--- src/design/nrv_pkg.sv ---
package nrv_pkg;

    // Number of robots in the formation and derived index widths.
    localparam int ROBOTS = 8;
    localparam int IDX_W  = $clog2(ROBOTS);
    localparam int CNT_W  = $clog2(ROBOTS + 1);
    localparam logic [IDX_W-1:0] IDX_LAST = IDX_W'(ROBOTS - 1);

    // Datapath widths.
    localparam int W_W   = 17;            // weight, unsigned Q.16
    localparam int SUM_W = W_W + IDX_W;   // sum of weights
    localparam int ACC_W = 40;            // multiply-accumulate register
    localparam int NUM_W = 40;            // divider numerator
    localparam int DEN_W = 25;            // divider denominator
    localparam int SQI_W = 50;            // square-root radicand
    localparam int SQR_W = 25;            // square root

    // Serial step counts (last step index).
    localparam logic [5:0] MUL_LAST  = 6'(W_W - 1);
    localparam logic [5:0] SQRT_LAST = 6'(SQR_W - 1);
    localparam logic [5:0] DIV_LAST  = 6'(NUM_W - 1);

    // Weight of one, Q.16.
    localparam logic [W_W-1:0] ONE_Q16 = W_W'(65536);

    // Configuration register indexes.
    localparam logic [1:0] CFG_SELF = 2'd0;
    localparam logic [1:0] CFG_FAR  = 2'd1;
    localparam logic [1:0] CFG_NEAR = 2'd2;

    typedef enum logic [4:0] {
        ST_IDLE,
        ST_FSQ,
        ST_NSQ,
        ST_CAP_SELF,
        ST_RD,
        ST_CAP,
        ST_MDX,
        ST_MDY,
        ST_CMP,
        ST_SQRT,
        ST_DIVX,
        ST_DIVY,
        ST_WGT,
        ST_WDIV,
        ST_POST,
        ST_NORM,
        ST_MAC,
        ST_FINAL
    } state_t;

endpackage

--- src/design/neighbor_repulsion_vector_top.sv ---
// Neighbor repulsion vector.
// Input items arrive on start/busy: an item is taken at a clock edge with start
// high and busy low. Each item stores pos_x/pos_y in the next free slot; an item
// with is_last set also carries start_dir_x/start_dir_y and starts the compute.
// Configuration registers are written through cfg_valid/cfg_ready, with
// cfg_index selecting self_index, far_limit or near_limit; cfg_ready is always
// high. Writes are to be made only while the block is idle; the block does not enforce this.
// A position item leaves busy low. A last item keeps busy high while each robot
// other than self_index runs through a bit-serial multiplier; one within the far
// limit also runs through a two-bit-per-cycle square root and, unless coincident,
// a one-bit-per-cycle restoring divider; then every weight is normalized when the
// weights sum above one, and every weight is multiplied twice.
// The result is shown on dir_x, dir_y and saturated, marked by done high for
// exactly one cycle in the same cycle that busy falls; the receiver cannot stall
// it, and a new item may be taken in that same cycle.
// Reset clears the slot count and loads the configuration defaults; the position
// slots hold no value until written.
module neighbor_repulsion_vector_top (
    input  logic               clk,
    input  logic               rst_n,
    input  logic               start,
    output logic               busy,
    input  logic signed [15:0] pos_x,
    input  logic signed [15:0] pos_y,
    input  logic signed [19:0] start_dir_x,
    input  logic signed [19:0] start_dir_y,
    input  logic               is_last,
    output logic               done,
    output logic signed [19:0] dir_x,
    output logic signed [19:0] dir_y,
    output logic               saturated,
    input  logic               cfg_valid,
    output logic               cfg_ready,
    input  logic [1:0]         cfg_index,
    input  logic [14:0]        cfg_data
);

    localparam int IDX_W = nrv_pkg::IDX_W;
    localparam int W_W   = nrv_pkg::W_W;
    localparam int SUM_W = nrv_pkg::SUM_W;
    localparam int ACC_W = nrv_pkg::ACC_W;
    localparam int NUM_W = nrv_pkg::NUM_W;
    localparam int DEN_W = nrv_pkg::DEN_W;
    localparam int SQI_W = nrv_pkg::SQI_W;
    localparam int SQR_W = nrv_pkg::SQR_W;
    localparam int CNT_W = nrv_pkg::CNT_W;

    nrv_pkg::state_t state_reg, state_next;

    logic [5:0]        self_reg;
    logic [14:0]       far_reg, near_reg;
    logic [CNT_W-1:0]  cnt_reg, cnt_next;
    logic [IDX_W-1:0]  idx_reg, idx_next;
    logic [5:0]        step_reg, step_next;
    logic              axis_reg, axis_next;

    // Position store and its registered read port.
    logic [31:0]       store [nrv_pkg::ROBOTS];
    logic [31:0]       rd_reg;
    logic [IDX_W-1:0]  rd_addr;
    logic              wr_en;

    logic signed [15:0] ox_reg, ox_next, oy_reg, oy_next;
    logic signed [16:0] dx_reg, dx_next, dy_reg, dy_next;
    logic [29:0]        far_sq_reg, far_sq_next, near_sq_reg, near_sq_next;
    logic [33:0]        dsq_reg, dsq_next;
    logic [SQR_W-1:0]   dfine_reg, dfine_next;
    logic [SUM_W-1:0]   sum_reg, sum_next;
    logic signed [19:0] sx_reg, sx_next, sy_reg, sy_next;
    logic signed [ACC_W-1:0] subx_reg, subx_next, suby_reg, suby_next;

    // Per-robot weights and unit vectors.
    logic [W_W-1:0]     w_reg [nrv_pkg::ROBOTS];
    logic signed [15:0] ux_reg [nrv_pkg::ROBOTS];
    logic signed [15:0] uy_reg [nrv_pkg::ROBOTS];
    logic               w_we, ux_we, uy_we;
    logic [W_W-1:0]     w_wd;
    logic signed [15:0] ux_wd, uy_wd;

    // Serial multiplier.
    logic signed [ACC_W-1:0] mcand_reg, mcand_next, acc_reg, acc_next, acc_step;
    logic [W_W-1:0]          mplier_reg, mplier_next;

    // Serial square root.
    logic [SQI_W-1:0]   sq_in_reg, sq_in_next;
    logic [25:0]        sq_rem_reg, sq_rem_next, sq_rem_step;
    logic [SQR_W-1:0]   sq_root_reg, sq_root_next, sq_root_step;
    logic [27:0]        sq_r, sq_trial, sq_diff;

    // Serial divider.
    logic [NUM_W-1:0]   dv_num_reg, dv_num_next, dv_q_reg, dv_q_next, dv_q_step;
    logic [DEN_W-1:0]   dv_den_reg, dv_den_next, dv_rem_reg, dv_rem_next, dv_rem_step;
    logic [DEN_W:0]     dv_r, dv_diff;
    logic               dv_ge;

    // Output registers.
    logic               done_reg, done_next;
    logic signed [19:0] dir_x_reg, dir_x_next, dir_y_reg, dir_y_next;
    logic               sat_reg, sat_next;

    // Helper values.
    logic [16:0]        dx_mag, dy_mag, cap_dx_mag, cap_dy_mag;
    logic signed [16:0] cap_dx, cap_dy;
    logic [24:0]        wnum;
    logic [IDX_W-1:0]   idx_inc;
    logic               self_ok, at_self;
    logic signed [ACC_W-1:0] sub_sel;
    logic [ACC_W-1:0]   sub_mag;
    logic [ACC_W-1:0]   sub_rnd;
    logic signed [25:0] rq, rx, ry;

    assign busy      = (state_reg != nrv_pkg::ST_IDLE);
    assign cfg_ready = 1'b1;
    assign done      = done_reg;
    assign dir_x     = dir_x_reg;
    assign dir_y     = dir_y_reg;
    assign saturated = sat_reg;

    // Configuration registers.
    always_ff @(posedge clk or negedge rst_n)
    begin
        if (!rst_n)
        begin
            self_reg <= 6'd0;
            far_reg  <= 15'd256;
            near_reg <= 15'd64;
        end
        else if (cfg_valid && cfg_ready)
        begin
            case (cfg_index)
                nrv_pkg::CFG_SELF: self_reg <= cfg_data[5:0];
                nrv_pkg::CFG_FAR:  far_reg  <= cfg_data;
                nrv_pkg::CFG_NEAR: near_reg <= cfg_data;
                default: ;
            endcase
        end
    end

    // Position memory: write on a taken item, registered read.
    always_ff @(posedge clk)
    begin
        if (wr_en)
        begin
            store[cnt_reg[IDX_W-1:0]] <= {pos_y, pos_x};
        end
        rd_reg <= store[rd_addr];
    end

    // Per-robot weight and unit vector registers.
    always_ff @(posedge clk)
    begin
        if (w_we)
        begin
            w_reg[idx_reg] <= w_wd;
        end
        if (ux_we)
        begin
            ux_reg[idx_reg] <= ux_wd;
        end
        if (uy_we)
        begin
            uy_reg[idx_reg] <= uy_wd;
        end
    end

    // Control state.
    always_ff @(posedge clk or negedge rst_n)
    begin
        if (!rst_n)
        begin
            state_reg <= nrv_pkg::ST_IDLE;
            cnt_reg   <= '0;
            idx_reg   <= '0;
            step_reg  <= '0;
            axis_reg  <= 1'b0;
            done_reg  <= 1'b0;
        end
        else
        begin
            state_reg <= state_next;
            cnt_reg   <= cnt_next;
            idx_reg   <= idx_next;
            step_reg  <= step_next;
            axis_reg  <= axis_next;
            done_reg  <= done_next;
        end
    end

    // Datapath registers.
    always_ff @(posedge clk)
    begin
        ox_reg      <= ox_next;
        oy_reg      <= oy_next;
        dx_reg      <= dx_next;
        dy_reg      <= dy_next;
        far_sq_reg  <= far_sq_next;
        near_sq_reg <= near_sq_next;
        dsq_reg     <= dsq_next;
        dfine_reg   <= dfine_next;
        sum_reg     <= sum_next;
        sx_reg      <= sx_next;
        sy_reg      <= sy_next;
        subx_reg    <= subx_next;
        suby_reg    <= suby_next;
        mcand_reg   <= mcand_next;
        mplier_reg  <= mplier_next;
        acc_reg     <= acc_next;
        sq_in_reg   <= sq_in_next;
        sq_rem_reg  <= sq_rem_next;
        sq_root_reg <= sq_root_next;
        dv_num_reg  <= dv_num_next;
        dv_den_reg  <= dv_den_next;
        dv_rem_reg  <= dv_rem_next;
        dv_q_reg    <= dv_q_next;
        dir_x_reg   <= dir_x_next;
        dir_y_reg   <= dir_y_next;
        sat_reg     <= sat_next;
    end

    // One step of each serial unit.
    always_comb
    begin
        acc_step = mplier_reg[0] ? (acc_reg + mcand_reg) : acc_reg;

        sq_r     = {sq_rem_reg, sq_in_reg[SQI_W-1:SQI_W-2]};
        sq_trial = {1'b0, sq_root_reg, 2'b01};
        sq_diff  = sq_r - sq_trial;
        if (sq_r >= sq_trial)
        begin
            sq_rem_step  = sq_diff[25:0];
            sq_root_step = {sq_root_reg[SQR_W-2:0], 1'b1};
        end
        else
        begin
            sq_rem_step  = sq_r[25:0];
            sq_root_step = {sq_root_reg[SQR_W-2:0], 1'b0};
        end

        dv_r        = {dv_rem_reg, dv_num_reg[NUM_W-1]};
        dv_diff     = dv_r - {1'b0, dv_den_reg};
        dv_ge       = (dv_r >= {1'b0, dv_den_reg});
        dv_rem_step = dv_ge ? dv_diff[DEN_W-1:0] : dv_r[DEN_W-1:0];
        dv_q_step   = {dv_q_reg[NUM_W-2:0], dv_ge};
    end

    // Helper values for the sequencer.
    always_comb
    begin
        dx_mag     = dx_reg[16] ? 17'(-dx_reg) : 17'(dx_reg);
        dy_mag     = dy_reg[16] ? 17'(-dy_reg) : 17'(dy_reg);
        cap_dx     = 17'(signed'(rd_reg[15:0])) - 17'(ox_reg);
        cap_dy     = 17'(signed'(rd_reg[31:16])) - 17'(oy_reg);
        cap_dx_mag = cap_dx[16] ? 17'(-cap_dx) : 17'(cap_dx);
        cap_dy_mag = cap_dy[16] ? 17'(-cap_dy) : 17'(cap_dy);
        wnum       = {2'b00, far_reg, 8'd0} - dfine_reg;
        idx_inc    = idx_reg + 1'b1;
        self_ok    = (32'(self_reg) < nrv_pkg::ROBOTS);
        at_self    = (self_reg[IDX_W-1:0] == idx_reg);
        sub_sel    = axis_reg ? suby_reg : subx_reg;
        sub_mag    = sub_sel[ACC_W-1] ? ACC_W'(-sub_sel) : ACC_W'(sub_sel);
        sub_rnd    = (sub_mag + ACC_W'(32768)) >> 16;
        rq         = sub_sel[ACC_W-1] ? -26'(sub_rnd[24:0]) : 26'(sub_rnd[24:0]);
    end

    // Sequencer: next state and datapath control.
    always_comb
    begin
        state_next   = state_reg;
        cnt_next     = cnt_reg;
        idx_next     = idx_reg;
        step_next    = step_reg;
        axis_next    = axis_reg;
        done_next    = 1'b0;
        rd_addr      = idx_reg;
        wr_en        = 1'b0;
        ox_next      = ox_reg;
        oy_next      = oy_reg;
        dx_next      = dx_reg;
        dy_next      = dy_reg;
        far_sq_next  = far_sq_reg;
        near_sq_next = near_sq_reg;
        dsq_next     = dsq_reg;
        dfine_next   = dfine_reg;
        sum_next     = sum_reg;
        sx_next      = sx_reg;
        sy_next      = sy_reg;
        subx_next    = subx_reg;
        suby_next    = suby_reg;
        mcand_next   = mcand_reg;
        mplier_next  = mplier_reg;
        acc_next     = acc_reg;
        sq_in_next   = sq_in_reg;
        sq_rem_next  = sq_rem_reg;
        sq_root_next = sq_root_reg;
        dv_num_next  = dv_num_reg;
        dv_den_next  = dv_den_reg;
        dv_rem_next  = dv_rem_reg;
        dv_q_next    = dv_q_reg;
        dir_x_next   = dir_x_reg;
        dir_y_next   = dir_y_reg;
        sat_next     = sat_reg;
        w_we         = 1'b0;
        ux_we        = 1'b0;
        uy_we        = 1'b0;
        w_wd         = '0;
        ux_wd        = '0;
        uy_wd        = '0;
        rx           = '0;
        ry           = '0;

        case (state_reg)
            nrv_pkg::ST_IDLE:
            begin
                if (start)
                begin
                    if (32'(cnt_reg) < nrv_pkg::ROBOTS)
                    begin
                        wr_en    = 1'b1;
                        cnt_next = cnt_reg + 1'b1;
                    end
                    if (is_last)
                    begin
                        cnt_next    = '0;
                        sx_next     = start_dir_x;
                        sy_next     = start_dir_y;
                        mcand_next  = ACC_W'(far_reg);
                        mplier_next = W_W'(far_reg);
                        acc_next    = '0;
                        step_next   = '0;
                        state_next  = nrv_pkg::ST_FSQ;
                    end
                end
            end

            // Squares of the two limits.
            nrv_pkg::ST_FSQ:
            begin
                mcand_next  = mcand_reg <<< 1;
                mplier_next = mplier_reg >> 1;
                acc_next    = acc_step;
                step_next   = step_reg + 1'b1;
                if (step_reg == nrv_pkg::MUL_LAST)
                begin
                    far_sq_next = acc_step[29:0];
                    mcand_next  = ACC_W'(near_reg);
                    mplier_next = W_W'(near_reg);
                    acc_next    = '0;
                    step_next   = '0;
                    state_next  = nrv_pkg::ST_NSQ;
                end
            end

            nrv_pkg::ST_NSQ:
            begin
                mcand_next  = mcand_reg <<< 1;
                mplier_next = mplier_reg >> 1;
                acc_next    = acc_step;
                step_next   = step_reg + 1'b1;
                if (step_reg == nrv_pkg::MUL_LAST)
                begin
                    near_sq_next = acc_step[29:0];
                    rd_addr      = self_reg[IDX_W-1:0];
                    sum_next     = '0;
                    if (self_ok)
                    begin
                        state_next = nrv_pkg::ST_CAP_SELF;
                    end
                    else
                    begin
                        // No robot is weighted: the start direction passes through.
                        subx_next  = '0;
                        suby_next  = '0;
                        axis_next  = 1'b0;
                        state_next = nrv_pkg::ST_FINAL;
                    end
                end
            end

            nrv_pkg::ST_CAP_SELF:
            begin
                ox_next    = signed'(rd_reg[15:0]);
                oy_next    = signed'(rd_reg[31:16]);
                idx_next   = '0;
                state_next = nrv_pkg::ST_RD;
            end

            // Read robot idx; its own robot is skipped with zero weight.
            nrv_pkg::ST_RD:
            begin
                if (at_self)
                begin
                    w_we  = 1'b1;
                    ux_we = 1'b1;
                    uy_we = 1'b1;
                    if (idx_reg == nrv_pkg::IDX_LAST)
                    begin
                        state_next = nrv_pkg::ST_POST;
                    end
                    else
                    begin
                        idx_next = idx_inc;
                    end
                end
                else
                begin
                    state_next = nrv_pkg::ST_CAP;
                end
            end

            nrv_pkg::ST_CAP:
            begin
                dx_next     = cap_dx;
                dy_next     = cap_dy;
                mcand_next  = ACC_W'(cap_dx_mag);
                mplier_next = cap_dx_mag;
                acc_next    = '0;
                step_next   = '0;
                state_next  = nrv_pkg::ST_MDX;
            end

            // Squared distance, dx*dx then dy*dy into the same accumulator.
            nrv_pkg::ST_MDX:
            begin
                mcand_next  = mcand_reg <<< 1;
                mplier_next = mplier_reg >> 1;
                acc_next    = acc_step;
                step_next   = step_reg + 1'b1;
                if (step_reg == nrv_pkg::MUL_LAST)
                begin
                    mcand_next  = ACC_W'(dy_mag);
                    mplier_next = dy_mag;
                    step_next   = '0;
                    state_next  = nrv_pkg::ST_MDY;
                end
            end

            nrv_pkg::ST_MDY:
            begin
                mcand_next  = mcand_reg <<< 1;
                mplier_next = mplier_reg >> 1;
                acc_next    = acc_step;
                step_next   = step_reg + 1'b1;
                if (step_reg == nrv_pkg::MUL_LAST)
                begin
                    dsq_next   = acc_step[33:0];
                    state_next = nrv_pkg::ST_CMP;
                end
            end

            // Beyond the far limit the robot is ignored.
            nrv_pkg::ST_CMP:
            begin
                if (dsq_reg > 34'(far_sq_reg))
                begin
                    w_we  = 1'b1;
                    ux_we = 1'b1;
                    uy_we = 1'b1;
                    if (idx_reg == nrv_pkg::IDX_LAST)
                    begin
                        state_next = nrv_pkg::ST_POST;
                    end
                    else
                    begin
                        idx_next   = idx_inc;
                        state_next = nrv_pkg::ST_RD;
                    end
                end
                else
                begin
                    sq_in_next   = {dsq_reg, 16'd0};
                    sq_rem_next  = '0;
                    sq_root_next = '0;
                    step_next    = '0;
                    state_next   = nrv_pkg::ST_SQRT;
                end
            end

            // Fine distance, two radicand bits per cycle.
            nrv_pkg::ST_SQRT:
            begin
                sq_in_next   = sq_in_reg << 2;
                sq_rem_next  = sq_rem_step;
                sq_root_next = sq_root_step;
                step_next    = step_reg + 1'b1;
                if (step_reg == nrv_pkg::SQRT_LAST)
                begin
                    dfine_next = sq_root_step;
                    step_next  = '0;
                    if (sq_root_step == '0)
                    begin
                        // Coincident robots add weight but no displacement.
                        ux_we      = 1'b1;
                        uy_we      = 1'b1;
                        state_next = nrv_pkg::ST_WGT;
                    end
                    else
                    begin
                        dv_num_next = {1'b0, dx_mag, 22'd0} + NUM_W'(sq_root_step[SQR_W-1:1]);
                        dv_den_next = sq_root_step;
                        dv_rem_next = '0;
                        state_next  = nrv_pkg::ST_DIVX;
                    end
                end
            end

            // Unit vector components, rounded to nearest.
            nrv_pkg::ST_DIVX:
            begin
                dv_num_next = dv_num_reg << 1;
                dv_rem_next = dv_rem_step;
                dv_q_next   = dv_q_step;
                step_next   = step_reg + 1'b1;
                if (step_reg == nrv_pkg::DIV_LAST)
                begin
                    ux_we       = 1'b1;
                    ux_wd       = dx_reg[16] ? -16'(dv_q_step[15:0]) : 16'(dv_q_step[15:0]);
                    dv_num_next = {1'b0, dy_mag, 22'd0} + NUM_W'(dfine_reg[SQR_W-1:1]);
                    dv_rem_next = '0;
                    step_next   = '0;
                    state_next  = nrv_pkg::ST_DIVY;
                end
            end

            nrv_pkg::ST_DIVY:
            begin
                dv_num_next = dv_num_reg << 1;
                dv_rem_next = dv_rem_step;
                dv_q_next   = dv_q_step;
                step_next   = step_reg + 1'b1;
                if (step_reg == nrv_pkg::DIV_LAST)
                begin
                    uy_we      = 1'b1;
                    uy_wd      = dy_reg[16] ? -16'(dv_q_step[15:0]) : 16'(dv_q_step[15:0]);
                    step_next  = '0;
                    state_next = nrv_pkg::ST_WGT;
                end
            end

            // Full weight below the near limit or when far is not above near, else the linear band.
            nrv_pkg::ST_WGT:
            begin
                if ((dsq_reg < 34'(near_sq_reg)) || (far_reg <= near_reg))
                begin
                    w_we     = 1'b1;
                    w_wd     = nrv_pkg::ONE_Q16;
                    sum_next = sum_reg + SUM_W'(nrv_pkg::ONE_Q16);
                    if (idx_reg == nrv_pkg::IDX_LAST)
                    begin
                        state_next = nrv_pkg::ST_POST;
                    end
                    else
                    begin
                        idx_next   = idx_inc;
                        state_next = nrv_pkg::ST_RD;
                    end
                end
                else
                begin
                    dv_num_next = {wnum[23:0], 16'd0}
                                + NUM_W'({15'(far_reg - near_reg), 7'd0});
                    dv_den_next = {2'b00, 15'(far_reg - near_reg), 8'd0};
                    dv_rem_next = '0;
                    step_next   = '0;
                    state_next  = nrv_pkg::ST_WDIV;
                end
            end

            nrv_pkg::ST_WDIV:
            begin
                dv_num_next = dv_num_reg << 1;
                dv_rem_next = dv_rem_step;
                dv_q_next   = dv_q_step;
                step_next   = step_reg + 1'b1;
                if (step_reg == nrv_pkg::DIV_LAST)
                begin
                    w_we      = 1'b1;
                    w_wd      = dv_q_step[W_W-1:0];
                    sum_next  = sum_reg + SUM_W'(dv_q_step[W_W-1:0]);
                    step_next = '0;
                    if (idx_reg == nrv_pkg::IDX_LAST)
                    begin
                        state_next = nrv_pkg::ST_POST;
                    end
                    else
                    begin
                        idx_next   = idx_inc;
                        state_next = nrv_pkg::ST_RD;
                    end
                end
            end

            // Normalize when the weights sum above one.
            nrv_pkg::ST_POST:
            begin
                idx_next  = '0;
                step_next = '0;
                if (sum_reg > SUM_W'(nrv_pkg::ONE_Q16))
                begin
                    dv_num_next = NUM_W'({w_reg[0], 16'd0}) + NUM_W'(sum_reg[SUM_W-1:1]);
                    dv_den_next = DEN_W'(sum_reg);
                    dv_rem_next = '0;
                    state_next  = nrv_pkg::ST_NORM;
                end
                else
                begin
                    axis_next   = 1'b0;
                    acc_next    = '0;
                    mcand_next  = ACC_W'(ux_reg[0]);
                    mplier_next = w_reg[0];
                    state_next  = nrv_pkg::ST_MAC;
                end
            end

            nrv_pkg::ST_NORM:
            begin
                dv_num_next = dv_num_reg << 1;
                dv_rem_next = dv_rem_step;
                dv_q_next   = dv_q_step;
                step_next   = step_reg + 1'b1;
                if (step_reg == nrv_pkg::DIV_LAST)
                begin
                    w_we      = 1'b1;
                    w_wd      = dv_q_step[W_W-1:0];
                    step_next = '0;
                    if (idx_reg == nrv_pkg::IDX_LAST)
                    begin
                        idx_next    = '0;
                        axis_next   = 1'b0;
                        acc_next    = '0;
                        mcand_next  = ACC_W'(ux_reg[0]);
                        mplier_next = (IDX_W'(0) == idx_reg) ? dv_q_step[W_W-1:0] : w_reg[0];
                        state_next  = nrv_pkg::ST_MAC;
                    end
                    else
                    begin
                        idx_next    = idx_inc;
                        dv_num_next = NUM_W'({w_reg[idx_inc], 16'd0})
                                    + NUM_W'(sum_reg[SUM_W-1:1]);
                        dv_rem_next = '0;
                    end
                end
            end

            // Weighted sum of unit vectors, x pass then y pass.
            nrv_pkg::ST_MAC:
            begin
                mcand_next  = mcand_reg <<< 1;
                mplier_next = mplier_reg >> 1;
                acc_next    = acc_step;
                step_next   = step_reg + 1'b1;
                if (step_reg == nrv_pkg::MUL_LAST)
                begin
                    step_next = '0;
                    if (idx_reg == nrv_pkg::IDX_LAST)
                    begin
                        idx_next = '0;
                        if (!axis_reg)
                        begin
                            subx_next   = acc_step;
                            axis_next   = 1'b1;
                            acc_next    = '0;
                            mcand_next  = ACC_W'(uy_reg[0]);
                            mplier_next = w_reg[0];
                        end
                        else
                        begin
                            suby_next  = acc_step;
                            axis_next  = 1'b0;
                            state_next = nrv_pkg::ST_FINAL;
                        end
                    end
                    else
                    begin
                        idx_next    = idx_inc;
                        mcand_next  = axis_reg ? ACC_W'(uy_reg[idx_inc]) : ACC_W'(ux_reg[idx_inc]);
                        mplier_next = w_reg[idx_inc];
                    end
                end
            end

            // Round, subtract and clamp, one component per cycle.
            nrv_pkg::ST_FINAL:
            begin
                if (!axis_reg)
                begin
                    rx = 26'(sx_reg) - rq;
                    if (rx > 26'sd524287)
                    begin
                        dir_x_next = 20'sd524287;
                        sat_next   = 1'b1;
                    end
                    else if (rx < -26'sd524288)
                    begin
                        dir_x_next = -20'sd524288;
                        sat_next   = 1'b1;
                    end
                    else
                    begin
                        dir_x_next = rx[19:0];
                        sat_next   = 1'b0;
                    end
                    axis_next = 1'b1;
                end
                else
                begin
                    ry = 26'(sy_reg) - rq;
                    if (ry > 26'sd524287)
                    begin
                        dir_y_next = 20'sd524287;
                        sat_next   = 1'b1;
                    end
                    else if (ry < -26'sd524288)
                    begin
                        dir_y_next = -20'sd524288;
                        sat_next   = 1'b1;
                    end
                    else
                    begin
                        dir_y_next = ry[19:0];
                    end
                    axis_next  = 1'b0;
                    done_next  = 1'b1;
                    state_next = nrv_pkg::ST_IDLE;
                end
            end

            default:
            begin
                state_next = nrv_pkg::ST_IDLE;
            end
        endcase
    end

    // A result only follows the last rounding step.
    a_done_after_final: assert property (@(posedge clk) disable iff (!rst_n)
        done |-> $past(state_reg == nrv_pkg::ST_FINAL))
        else $error("done without a finished compute");

    // The slot count never passes the formation size.
    a_cnt_range: assert property (@(posedge clk) disable iff (!rst_n)
        32'(cnt_reg) <= nrv_pkg::ROBOTS)
        else $error("slot count out of range");

    // Weights never sum above what the robots can give.
    a_sum_range: assert property (@(posedge clk) disable iff (!rst_n)
        (state_reg == nrv_pkg::ST_POST) |-> (32'(sum_reg) <= (nrv_pkg::ROBOTS - 1) * 65536))
        else $error("weight sum out of range");

    // A last item always starts the compute.
    a_last_starts: assert property (@(posedge clk) disable iff (!rst_n)
        (start && !busy && is_last) |=> (state_reg == nrv_pkg::ST_FSQ))
        else $error("last item did not start the compute");

endmodule
--- config.mk ---
export PLATFORM = sky130hd
export DESIGN_NAME = neighbor_repulsion_vector_top
export DESIGN_NICKNAME = d
export VERILOG_FILES = /design/src/design/nrv_pkg.sv /design/src/design/neighbor_repulsion_vector_top.sv
export SDC_FILE = /design/constraint.sdc
export NUM_CORES = 2
export LEC_CHECK = 0
export BUFFER_PORTS_ARGS = -buffer_cell sky130_fd_sc_hd__buf_2
export CORE_ASPECT_RATIO = 1.1
export CORE_MARGIN = 2
export CORE_UTILIZATION = 34
export DETAILED_ROUTE_END_ITERATION = 8
export GPL_TIMING_DRIVEN = 0
export PLACE_DENSITY = 0.57
export SETUP_SLACK_MARGIN = 0.1
export SLEW_MARGIN = 15
export SYNTH_ARGS = -nofsm -noshare
export SYNTH_HDL_FRONTEND = slang
export SYNTH_SLANG_ARGS = --single-unit
--- constraint.sdc ---
create_clock -name clk -period 16.8 [get_ports clk]
set_input_delay 3.36 -clock clk [delete_from_list [all_inputs] [get_ports clk]]
set_output_delay 3.36 -clock clk [all_outputs]
set_load 0.01 [all_outputs]
==> results_dict.tcl <==
set metrics [dict create \
    clk_latency_ns 0.84 \
    syn_nets 6284 \
    fillCellCount 19900 \
    drcViolationCount 0 \
    post_cts_resized 0 \
    slowest_stage "xnor2_1" \
    post-route-cell-area_sq_um 83300 \
    ys_warn_count 0 \
    numPortBuffers 136 \
    critPathKind "reg2reg" \
    synth_edf_count 1302 \
    grt_max_degree 46 \
    fp.coreArea_sq_um 212000 \
    dieArea_sq_um 217000 \
    fin_setup_tns_ns 0 \
    setup_viol 0 \
    slowest_delay_ns 0.62 \
    instances_no_fill 9145 \
    regArea_sq_um 41100 \
    cts_hold_buf 0 \
    place_area_sq_um 78000 \
    multi_input_area_sq_um 29500 \
    drt_iter0_drc 4647 \
    cp-start-kind "register" \
    area.growth.synth_to_final_pct 14.7 \
    irDropWorstVdd_uv 109 \
    synthTopCellsByArea "edfxtp_1, mux4_2, ha_1" \
    synth_top_cell_by_area "edfxtp_1" \
    rsz0062_at_grt "no" \
    drv_cap 0 \
    largest_reg_flops 256 \
    synth_ff_type "edfxtp_1" \
    synth_top_area_share_pct 53.8 \
    cp_max_fo 10 \
    die_width_um 445 \
    antenna_found_initial 16 \
    period_needed_ns 11.87 \
    yosysSeqAreaShare_pct 56.6 \
    cts_tree "done" \
    synth.avg_cell_area_sq_um 12.4 \
    num_rows 177 \
    grt_use_total_pct 21.1 \
    layout-drive-gt1-share_pct 13.9 \
    die_h_um 489 \
    relSlewSlack_pct 8.23 \
    cp.arrival_ns 12.42 \
    required_ns 17.34 \
    cts_root_buf "clkbuf_16" \
    nNetsFinal 6636 \
    start_util_pct 34.3 \
    grt_pass1_vias 49800 \
    status "finished clean" \
    grt_first_pass_wirelength_um 339000 \
    cp-startpoint "axis_reg" \
    synthArstFlopShare_pct 4.03 \
    cellPowerDensity_nw_per_um2 210 \
    cts_buffer_depth 3 \
    drv_slew 0 \
    synth_cells 5882 \
    hold_start "rd_reg[0]" \
    cts.clk_slew.worst_paths_ns 0.06 \
    drt_wl_total_um 233000 \
    boundaryPins 138 \
    min_path_type "reg2reg" \
    ys_seq_elements 1390 \
    synthDistinctLibCells 119 \
    crit_top_cell "xnor2_1" \
    max_freq_ghz 0.0842 \
    htree_levels 4 \
    worst_slew_pin_slew_ns 1.37 \
    cts_setup_buffers 0 \
    min_period_over_period_pct 70.7 \
    p_leak_uw 0.0299 \
    place_hpwl_um 176000 \
    ant_nets 0 \
    final-hold-violation-count 0 \
    overflow 0 \
    cts_buffers 154 \
    r2r-start "axis_reg" \
    fin_worst_hold_slack_ns 0.428 \
    final_core_util_pct 39.3 \
    vias_per_cell 5.51 \
    vias 50400 \
    gp_congestion 0.972 \
    clkSinkCount 1390 \
    drt_first_pass_iters 6 \
    endpoint_kind "register" \
    netlist_area_sq_um 72700 \
    dp.cells 8852 \
    skew_ns 0.0431 \
    wl_per_cell_um 25.5 \
]
Yosys cell counts (all sizes together), types with 18 or more instances:
master,instances
o211ai,52
ha,295
xnor2,223
and2,35
nor3,99
dfrtp,54
or3,31
a21o,125
and3,51
nand3,86
a211oi,43
edfxtp,1302
xor2,160
a221oi,30
nand2b,47
nand4,42
nor2,515
a31oi,46
o22ai,30
nor4,40
o21a,23
buf,53
mux2i,125
a21oi,365
nand2,440
o21bai,39
mux4,177
o31ai,34
nor2b,51
mux2,102
a22oi,18
dfxtp,32
a21boi,18
or2,24
o21ai,282
inv,377
clkbuf,181
metal layers:
metal	vias up	wire length (um)	GRT usage (%)
li1	22800	-	-
met1	25200	96500	27.1
met2	1861	110000	34.6
met3	475	13600	3.05
met4	10	12800	10.9
met5	-	67	0
kinds of logic after synthesis:
kind of cell	synth area share [%]
mux	8.80
simple gates	9.69
buf+inv	3.29
other cells	0.00516
flops	56.6
fa+ha+maj	5.45
xor+xnor	4.73
compound gates	11.4
path summary, 6_finish.rpt:
path,endpoint,slack [ns],cells past startpoint
min in group asynchronous,done,2.49,1
worst min register to register,ox_reg[0],0.43,0
worst max register to register,dir_x[3],4.93,40
worst min-delay path,ox_reg[0],0.43,0
max in group asynchronous,far_reg[8],13.61,2
worst max-delay path,dir_x[3],4.93,40
power breakdown:
part           internal [uW]  leakage (uW)  switching [uW]
clock                   2070       0.00259            1490
sequential              4800        0.0125             454
combinational           3090        0.0147            5610
total                   9960        0.0299            7550
cell usage in the layout (no fill, tap or decap), types with 36 or more instances in the layout:
| cell | instances |
|---|---|
| nor2b_1 | 51 |
| mux2i_1 | 121 |
| nor2_1 | 478 |
| nand2_1 | 438 |
| o21ai_0 | 269 |
| nor3_1 | 90 |
| xnor2_1 | 217 |
| a211oi_1 | 36 |
| a21oi_1 | 357 |
| edfxtp_1 | 1302 |
| clkbuf_16 | 156 |
| a21o_1 | 125 |
| dfrtp_1 | 54 |
| clkbuf_1 | 197 |
| buf_2 | 144 |
| a31oi_1 | 44 |
| nand4_1 | 41 |
| mux2_2 | 102 |
| inv_1 | 374 |
| nand2b_1 | 47 |
| ha_1 | 295 |
| o211ai_1 | 52 |
| and3_1 | 50 |
| o21bai_1 | 39 |
| nand3_1 | 85 |
| mux4_2 | 177 |
| nor4_1 | 36 |
| xor2_1 | 158 |
metrics by stage:
stage	setup WS [ns]	power [uW]
after floorplan	8.27	10900
after global placement	5.16	13700
after detailed placement	5.08	13900
after CTS	5.02	17500
after global routing	3.90	18400
final	4.93	17500
cell type report:
type,instances,area share [%]
multi-input cells,3881,35.4
flip-flops and latches,1390,49.4
repair buffers,196,1.79
clock buffers,180,4.86
diodes,4,0.0120
clock inverters,109,1.57
inverters,377,1.70
plain buffers,234,1.17
well taps,2774,4.16
worst max-delay path, delay by kind of cell, from the launching register on:
kind / cells / cell delay, ns
AOI/OAI and AO/OA: 15 / 3.66
xor gates and xnor gates: 5 / 1.39
adders and majority gates: 3 / 0.89
buffers and inverters: 10 / 3.16
DFF: 1 / 0.55
muxes: 1 / 0.58
and+or+nand+nor: 6 / 1.34
No activity file was read; power rests on OpenSTA's default activity.
